<file path="src/design/spq_pkg.sv">
package spq_pkg;

  localparam int DEF_CAPACITY = 16;
  localparam int KEY_W        = 32;
  localparam int FILL_W       = 5;
  localparam int STATUS_W     = 2;

  localparam logic CMD_ENQ = 1'b0;
  localparam logic CMD_DEQ = 1'b1;

  localparam logic [STATUS_W-1:0] ST_DONE  = 2'd0;
  localparam logic [STATUS_W-1:0] ST_FULL  = 2'd1;
  localparam logic [STATUS_W-1:0] ST_EMPTY = 2'd2;

  typedef struct packed {
    logic                    enq;
    logic                    deq;
    logic signed [KEY_W-1:0] value;
  } cell_ctrl_t;

endpackage

</file>
<file path="src/design/spq_if.sv">
interface spq_req_if;
  logic                             valid;
  logic                             ready;
  logic                             cmd;
  logic signed [spq_pkg::KEY_W-1:0] value;

  modport source (output valid, cmd, value, input ready);
  modport sink   (input valid, cmd, value, output ready);
endinterface

interface spq_rsp_if;
  logic                                valid;
  logic                                ready;
  logic [spq_pkg::STATUS_W-1:0]        status;
  logic signed [spq_pkg::KEY_W-1:0]    data;
  logic [spq_pkg::FILL_W-1:0]          fill_count;
  logic                                is_empty;
  logic                                is_full;

  modport source (output valid, status, data, fill_count, is_empty, is_full, input ready);
  modport sink   (input valid, status, data, fill_count, is_empty, is_full, output ready);
endinterface

</file>
<file path="src/design/spq_cell.sv">
module spq_cell (
  input  logic                             clk,
  input  spq_pkg::cell_ctrl_t              ctrl,
  input  logic                             occupied,
  input  logic                             left_ins,
  input  logic signed [spq_pkg::KEY_W-1:0] left_key,
  input  logic signed [spq_pkg::KEY_W-1:0] right_key,
  output logic                             ins,
  output logic signed [spq_pkg::KEY_W-1:0] key
);

  // ins: the new key belongs at or before this cell
  assign ins = !occupied || (key > ctrl.value);

  always_ff @(posedge clk) begin
    if (ctrl.enq) begin
      if (ins) begin
        key <= left_ins ? left_key : ctrl.value;
      end
    end else if (ctrl.deq) begin
      key <= right_key;
    end
  end

endmodule

</file>
<file path="src/design/sorted_priority_queue.sv">
// Sorted minimum priority queue built as a row of shifting cells.
// req channel: cmd (enqueue or dequeue) and a signed 32-bit value; a
// transaction completes when valid and ready are both high at a clock edge.
// rsp channel: one transaction per request carrying status, the removed
// key (data, zero unless a dequeue succeeded), fill_count, is_empty, is_full.
// Every cell compares the broadcast key with its own in parallel, so an
// enqueue or dequeue finishes in a single cycle: the response appears one
// cycle after the request is taken and a new request may be taken every
// cycle. The response register is the only stage between the channels.
// A full enqueue returns status full, an empty dequeue returns status empty,
// and neither changes the held keys.
// Equal keys leave in arrival order.
// rst (synchronous) empties the queue and drops a pending response; cell
// contents are not cleared, they are ignored beyond the fill count.
// While rsp is stalled, req.ready stays low and the response holds.
module sorted_priority_queue #(
  parameter int CAPACITY = spq_pkg::DEF_CAPACITY
) (
  input logic        clk,
  input logic        rst,
  spq_req_if.sink    req,
  spq_rsp_if.source  rsp
);

  localparam int OCC_W = $clog2(CAPACITY + 1);

  logic [OCC_W-1:0]                 occ;
  logic [OCC_W-1:0]                 occ_next;
  logic                             full;
  logic                             empty;
  logic                             accept;
  logic                             enq_ok;
  logic                             deq_ok;
  spq_pkg::cell_ctrl_t              ctrl;
  logic [CAPACITY-1:0]              cell_ins;
  logic signed [spq_pkg::KEY_W-1:0] cell_key [CAPACITY];
  logic [OCC_W+spq_pkg::FILL_W-1:0] occ_ext;
  logic [spq_pkg::STATUS_W-1:0]     status_next;

  assign full   = (occ == OCC_W'(CAPACITY));
  assign empty  = (occ == '0);
  assign accept = req.valid && req.ready;
  assign enq_ok = accept && (req.cmd == spq_pkg::CMD_ENQ) && !full;
  assign deq_ok = accept && (req.cmd == spq_pkg::CMD_DEQ) && !empty;

  assign ctrl.enq   = enq_ok;
  assign ctrl.deq   = deq_ok;
  assign ctrl.value = req.value;

  assign req.ready = !rsp.valid || rsp.ready;

  genvar i;
  generate
    for (i = 0; i < CAPACITY; i++) begin : g_cell
      logic                             l_ins;
      logic signed [spq_pkg::KEY_W-1:0] l_key;
      logic signed [spq_pkg::KEY_W-1:0] r_key;
      if (i == 0) begin : g_first
        assign l_ins = 1'b0;
        assign l_key = req.value;
      end else begin : g_mid
        assign l_ins = cell_ins[i-1];
        assign l_key = cell_key[i-1];
      end
      if (i == CAPACITY - 1) begin : g_last
        assign r_key = cell_key[i];
      end else begin : g_inner
        assign r_key = cell_key[i+1];
      end
      spq_cell u_cell (
        .clk       (clk),
        .ctrl      (ctrl),
        .occupied  (occ > OCC_W'(i)),
        .left_ins  (l_ins),
        .left_key  (l_key),
        .right_key (r_key),
        .ins       (cell_ins[i]),
        .key       (cell_key[i])
      );
    end
  endgenerate

  always_comb begin
    occ_next = occ;
    if (enq_ok) begin
      occ_next = occ + OCC_W'(1);
    end else if (deq_ok) begin
      occ_next = occ - OCC_W'(1);
    end
  end

  always_comb begin
    status_next = spq_pkg::ST_DONE;
    if (req.cmd == spq_pkg::CMD_ENQ && full) begin
      status_next = spq_pkg::ST_FULL;
    end else if (req.cmd == spq_pkg::CMD_DEQ && empty) begin
      status_next = spq_pkg::ST_EMPTY;
    end
  end

  assign occ_ext = {{spq_pkg::FILL_W{1'b0}}, occ_next};

  always_ff @(posedge clk) begin
    if (rst) begin
      occ       <= '0;
      rsp.valid <= 1'b0;
    end else begin
      occ <= occ_next;
      if (accept) begin
        rsp.valid <= 1'b1;
      end else if (rsp.ready) begin
        rsp.valid <= 1'b0;
      end
    end
  end

  always_ff @(posedge clk) begin
    if (accept) begin
      rsp.status     <= status_next;
      rsp.data       <= deq_ok ? cell_key[0] : '0;
      rsp.fill_count <= occ_ext[spq_pkg::FILL_W-1:0];
      rsp.is_empty   <= (occ_next == '0);
      rsp.is_full    <= (occ_next == OCC_W'(CAPACITY));
    end
  end

endmodule

</file>
<file path="src/flat_wrapper.sv">
// flat-port wrapper written by rule: the top's interface ports become plain ports
module sorted_priority_queue_flat 
#(
  parameter int CAPACITY = spq_pkg::DEF_CAPACITY
)
  (clk, rst, req_valid, req_cmd, req_value, req_ready, rsp_valid, rsp_status, rsp_data, rsp_fill_count, rsp_is_empty, rsp_is_full, rsp_ready);
  spq_req_if req_i ();
  spq_rsp_if rsp_i ();
  input logic clk;
  input logic rst;
  input wire logic [$bits(req_i.valid)-1:0] req_valid;
  input wire logic [$bits(req_i.cmd)-1:0] req_cmd;
  input wire logic [$bits(req_i.value)-1:0] req_value;
  output wire logic [$bits(req_i.ready)-1:0] req_ready;
  output wire logic [$bits(rsp_i.valid)-1:0] rsp_valid;
  output wire logic [$bits(rsp_i.status)-1:0] rsp_status;
  output wire logic [$bits(rsp_i.data)-1:0] rsp_data;
  output wire logic [$bits(rsp_i.fill_count)-1:0] rsp_fill_count;
  output wire logic [$bits(rsp_i.is_empty)-1:0] rsp_is_empty;
  output wire logic [$bits(rsp_i.is_full)-1:0] rsp_is_full;
  input wire logic [$bits(rsp_i.ready)-1:0] rsp_ready;
  assign req_i.valid = req_valid;
  assign req_i.cmd = req_cmd;
  assign req_i.value = req_value;
  assign req_ready = req_i.ready;
  assign rsp_valid = rsp_i.valid;
  assign rsp_status = rsp_i.status;
  assign rsp_data = rsp_i.data;
  assign rsp_fill_count = rsp_i.fill_count;
  assign rsp_is_empty = rsp_i.is_empty;
  assign rsp_is_full = rsp_i.is_full;
  assign rsp_i.ready = rsp_ready;
  sorted_priority_queue #(.CAPACITY(CAPACITY)) u_core (.clk(clk), .rst(rst), .req(req_i), .rsp(rsp_i));
endmodule
</file>
<file path="config.mk">
export PLATFORM = sky130hd
export DESIGN_NAME = sorted_priority_queue_flat
export DESIGN_NICKNAME = d
export VERILOG_FILES = /design/src/design/spq_pkg.sv /design/src/design/spq_if.sv /design/src/design/spq_cell.sv /design/src/design/sorted_priority_queue.sv /design/src/flat_wrapper.sv
export SDC_FILE = /design/constraint.sdc
export NUM_CORES = 2
export LEC_CHECK = 0
export BUFFER_PORTS_ARGS = -buffer_cell sky130_fd_sc_hd__buf_2
export CAP_MARGIN = 5
export CORE_MARGIN = 4
export CORE_UTILIZATION = 30
export DETAILED_ROUTE_END_ITERATION = 10
export GPL_TIMING_DRIVEN = 0
export PLACE_DENSITY = 0.42
export SYNTH_ARGS = -nofsm -noshare
export SYNTH_HDL_FRONTEND = slang
export SYNTH_SLANG_ARGS = --single-unit
</file>
<file path="constraint.sdc">
create_clock -name clk -period 6.35 [get_ports clk]
set_input_delay 1.27 -clock clk [delete_from_list [all_inputs] [get_ports clk]]
set_output_delay 1.27 -clock clk [all_outputs]
set_load 0.005 [all_outputs]
</file>
Yosys cells after proc, flatten, opt, wreduce, memory -nomap -nowiden
Cells that the tools add are included.
- register bits after elaboration: 559
- logic and storage cells: 203
- output and inout port bits: 43
- input bits: 37
- add/sub/neg operators: 2
- bitwise operators: 1
- mux-type cells: 65
- order comparisons: 32
- equality and inequality tests: 17
- reduce and logical (&&, ||, !) cells: 63
- operators with widths (kind ; number):
    32-bit 2-to-1 mux ; 60
    32-bit greater-than comparator ; 16
    5-bit by 4-bit greater-than comparator with 1-bit output, second input constant ; 8
    2-bit AND reduction ; 16
    2-bit != test, second input constant ; 15
    5-bit by 3-bit greater-than comparator with 1-bit output, second input constant ; 4
    1-bit zero test ; 19
    1-bit logical OR ; 17
    5-bit equality test, second input constant ; 2
    5-bit by 1-bit greater-than comparator with 1-bit output, second input constant ; 2
    5-bit by 2-bit greater-than comparator with 1-bit output, second input constant ; 2
    5-bit zero test ; 2
    5-bit 2-to-1 mux ; 2
    1-bit logical AND ; 7
    5-bit by 1-bit adder with 5-bit output, second input constant ; 1
    5-bit by 1-bit subtractor with 5-bit output, second input constant ; 1
    2-bit nonzero test ; 2
    1-bit 2-to-1 mux ; 2
    2-bit 2-to-1 mux ; 1
    1-bit NOT ; 1

Longest topological paths before layout
- depth after elaboration: 8
- mapped depth: 12
- depth with buffers taken out: 10

Cells and area by module
From an unflattened synthesis, not the netlist that was laid out.
- cells, all modules: 4262
- area, all modules: 41488.5 um^2
- by module, submodules not included (module ; cells each ; seq. area each (um^2) ; area each (um^2) ; instances):
    spq_cell ; 256 ; 960.9 ; 2459.9 ; 16
    sorted_priority_queue ; 166 ; 1351.3 ; 2130.8 ; 1

Worst setup path after synthesis
Ideal clock, no wire load.
- path kind: input -> register
- from: input req_value[23]
- to: register u_core.g_cell[0].u_cell.key[0] (netlist name) (enable)
- required time: 5.880 ns
- path buffers: 0
- arrival time: 5.407 ns
- setup time: 0.470 ns
- stages: 8
- path slack: 0.473 ns
- cells stage by stage: inv_1 > ha_1 > nand4_1 > or4_1 > nor3_1 > nor3_1 > o21a_1 > o31ai_1
- cells in the longest elaborated chain, start to end: 4
- ends and longest elaborated chain (item ; line ; text):
    start: declaration ; flat_wrapper.sv:13 ; input wire logic [$bits(req_i.value)-1:0] req_value;
    32-bit greater-than comparator ; spq_cell.sv:13 ; assign ins = !occupied || (key > ctrl.value);
    1-bit logical OR ; spq_cell.sv:13 ;
    2-bit != test (no line) ; - ;
    2-bit AND reduction (no line) ; - ;
    end signal: assignment ; spq_cell.sv:18 ; key <= left_ins ? left_key : ctrl.value;
    end signal: assignment ; spq_cell.sv:21 ; key <= right_key;
    end: declaration ; spq_cell.sv:9 ; output logic signed [spq_pkg::KEY_W-1:0] key
Every way passes these cells.
A chain may end at the register's enable or synchronous reset.

Worst setup path after layout
- from: input req_value[27]
- to: register u_core.g_cell[12].u_cell.key[4] (netlist name) (enable)
- cells in the longest elaborated chain, start to end: 4
- ends and longest elaborated chain (item ; line):
    32-bit greater-than comparator ; spq_cell.sv:13
    1-bit logical OR ; spq_cell.sv:13
    2-bit != test (no line) ; -
    2-bit AND reduction (no line) ; -
    end signal: assignment ; spq_cell.sv:18
    end signal: assignment ; spq_cell.sv:21
    end: declaration ; spq_cell.sv:9
Every way passes these cells.

==> load_flow_metrics.sql <==
INSERT INTO impl_metrics (metric_group, metric, value, unit) VALUES
('timing', 'finalClockSkew', '0.02387', 'ns'),
('setup_path', 'slowest_delay', '1.15', 'ns'),
('clock_tree', 'cts_clock_pin_slew_for_the_worst_setup_and_hold_paths', '0.05', 'ns'),
('hold_path', 'min_path_type', 'register to register', ''),
('drt', 'vias_per_cell', '5.577', ''),
('setup_path', 'end_kind', 'register', ''),
('setup_path', 'worst_r2r_endpoint', 'u_core.g_cell[13].u_cell.key[11]', ''),
('grt', 'first_global_vias', '31970', ''),
('floorplan', 'dieHeight', '365.5', 'um'),
('pwr', 'switching_power', '0.004931', 'W'),
('timing', 'final_worst_path_cycle_share', '0.8592', ''),
('drt', 'wl_per_cell', '25.65', 'um'),
('clock_tree', 'post_cts.repair.setup_buffers', '0', ''),
('setup_path', 'cp_cell_sequence', 'buf_2 > inv_1 > ha_1 > nand4_1 > nor4_1 > o311ai_1 > a41oi_2 > a21oi_4 > buf_4 > o21ai_4 > buf_12', ''),
('clock_tree', 'tritoncts', 'done', ''),
('grt', 'grt_met3_usage', '0.02438', ''),
('clock_tree', 'clock_tree_buf_depth', '3', ''),
('drt', 'antenna_violating_nets_post_route', '0', ''),
('synth', 'netlist-cell-type-count', '71', ''),
('grt', 'grt_max_degree', '33', ''),
('clock_tree', 'cts_inserted_buffers', '74', ''),
('layout', 'num-nets-final', '4515', ''),
('floorplan', 'initial_utilization', '0.3037', ''),
('setup_path', 'timing.rr.start', 'u_core.occ[0]', ''),
('setup_path', 'startpoint_type', 'input port', ''),
('floorplan', 'core_box_area', '126200', 'sq um'),
('timing', 'maxSlewViolCount', '0', ''),
('setup_path', 'setup.reg_to_reg.worst_slack', '1.41', 'ns'),
('clock_tree', 'clk-insertion-delay-late', '0.66', 'ns'),
('status', 'status', 'completed', ''),
('timing', 'fin_ws', '0.8940', 'ns'),
('pwr', 'share_comb_of_total_power', '0.287', ''),
('hold_path', 'worst_hold_startpoint', 'u_core.rsp.valid', ''),
('layout', 'number_of_antenna_diodes', '0', ''),
('clock_tree', 'htreeDepth', '3', ''),
('layout', 'most_frequent_cells_in_the_layout', 'sky130_fd_sc_hd__nand2_1 (625), sky130_fd_sc_hd__edfxtp_1 (553), sky130_fd_sc_hd__ha_1 (517), sky130_fd_sc_hd__o211ai_1 (431), sky130_fd_sc_hd__nand3_1 (417)', ''),
('timing', 'worstMarginPinSlew', '1.364', 'ns'),
('hold_path', 'hold_end', 'u_core.rsp.valid', ''),
('place', 'place_worst_setup_slack', '0.3622', 'ns'),
('floorplan', 'dieArea', '133600', 'sq um'),
('synth', 'ys_seq_elements', '559', ''),
('pwr', 'internal_power', '0.008547', 'W'),
('floorplan', 'floorplan.io_pins', '80', ''),
('synth', 'yosys_warnings', '0', ''),
('drt', 'totalWireLength', '145.2', 'mm'),
('synth', 'synth_nets', '4355', ''),
('layout', 'finish.utilization', '0.3417', ''),
('pwr', 'power.share.switching', '0.3659', ''),
('grt', 'gr-usage-met1', '0.3109', ''),
('pwr', 'power_frac_seq', '0.417', ''),
('grt', 'grt_first_pass_wirelength', '212.9', 'mm'),
('floorplan', 'rows', '130', ''),
('pwr', 'worst_ir_drop_vdd', '0.1680', 'mV'),
('drt', 'route.detailed.drc', '0', ''),
('pwr', 'static-leakage-power', '16.37', 'nW'),
('run', 'drv.max_cap_violation_count', '0', ''),
('timing', 'timing.final.setup_violations', '0', ''),
('layout', 'final_common_cell', 'sky130_fd_sc_hd__nand2_1', ''),
('timing', 'fmax', '183.3', 'MHz'),
('setup_path', 'crit_required', '6.70', 'ns'),
('grt', 'busiest_layer', 'met2', ''),
('hold_path', 'min_path_cells', '2', ''),
('drt', 'detail_route.first_pass.iterations', '5', ''),
('grt', 'grt_antenna_before_repair', '3', ''),
('place', 'routabilityCongestion', '0.8595', ''),
('layout', 'final_layout_size_suffix_gt1_frac', '0.08450', ''),
('pwr', 'power_density', '312.5', 'nW/um^2'),
('clock_tree', 'clkSinkCount', '559', ''),
('timing', 'post-route-min-period', '5.456', 'ns'),
('setup_path', 'ff2ff_path_depth', '10', ''),
('setup_path', 'timing.critical_path.arrival', '5.80', 'ns');
-- sequential cells by signal (all words and copies together) (netlist names) --
| signal | count |
|---|---|
| u_core.rsp.is_empty | 1 |
| u_core.g_cell.u_cell.key | 512 |
| u_core.rsp.status | 2 |
| u_core.rsp.is_full | 1 |
| u_core.rsp.valid | 1 |
| u_core.rsp.fill_count | 5 |
| u_core.rsp.data | 32 |
| u_core.occ | 5 |
-- worst max path at each step --
stage                                            to  cells after the start          start
floorplan            u_core.g_cell[0].u_cell.key[0]                      8  req_value[23]
global placement    u_core.g_cell[12].u_cell.key[8]                     10  req_value[27]
detailed placement  u_core.g_cell[12].u_cell.key[8]                     11  req_value[27]
CTS                 u_core.g_cell[12].u_cell.key[4]                     11  req_value[27]
global route        u_core.g_cell[12].u_cell.key[3]                     11  req_value[27]
finish              u_core.g_cell[12].u_cell.key[4]                     11  req_value[27]
-- layout make-up --
cell class              count  area, sq um  share of cell area
well taps                1650         2064             0.04786
clock buffers             106         2014             0.04670
clock inverters            21        132.6            0.003075
multi-input cells        2924        20280              0.4701
repair buffers             84        513.0             0.01189
flip-flops and latches    559        16730              0.3878
inverters                  69        259.0            0.006004
plain buffers             249         1146             0.02657
-- per-layer routing --
metal,vias to the layer above,wire (um),share of wire
met5,-,0,0
met4,0,3083,0.021
met3,120,6480,0.045
met2,726,65240,0.45
met1,15630,70430,0.48
li1,15100,-,-
-- cells by family after synthesis --
kind of cell,Yosys count,synth area share
AOI/OAI and AO/OA,890,0.1609
xor gates and xnor gates,4,0.0009140
adders and majority gates,517,0.1687
buffers and inverters,318,0.03662
DFF,559,0.4363
muxes,63,0.02043
and+or+nand+nor,1450,0.1761
-- metrics by stage --
stage / instances / cell area (sq um) / setup TNS [ns] / power [W] / hold slack (ns)
after floorplan: 3801 / 38340 / 0 / 0.007980 / 0.5305
after global placement: 5530 / 40800 / -275.46 / 0.009452 / 0.5221
after detailed placement: 5535 / 40990 / 0 / 0.009524 / 0.5228
after CTS: 5662 / 43140 / 0 / 0.01356 / 0.5349
after global routing: 5662 / 43140 / 0 / 0.01426 / 0.5746
final: 5662 / 43140 / 0 / 0.01348 / 0.5275
-- Yosys cell counts, drive strengths merged (25+ instances only) --
master and count:
a211oi 27, a21o 51, a21oi 217, and2 31
buf 124, clkbuf 125, edfxtp 553, ha 517
inv 69, mux2 32, mux2i 31, nand2 639
nand3 417, nand4 148, nor2 95, nor2b 28
nor3 25, nor4 25, o211ai 431, o21ai 57
-- critical path: cells and delay by family --
family	cells	cell delay (ns)
buf+inv	4	1.25
compound gates	4	1.49
fa+ha+maj	1	0.30
simple gates	2	1.42
-- power groups by stage --
stage,Sequential (W),Clock (W),Combinational (W)
final,0.00562,0.00399,0.00387
after global routing,0.00569,0.00423,0.00435
after CTS,0.00563,0.00409,0.00385
after detailed placement,0.00570,0,0.00383
after global placement,0.00574,0,0.00371
after floorplan,0.00541,0,0.00257
Note: power is estimated with default switching activity, not from simulation.
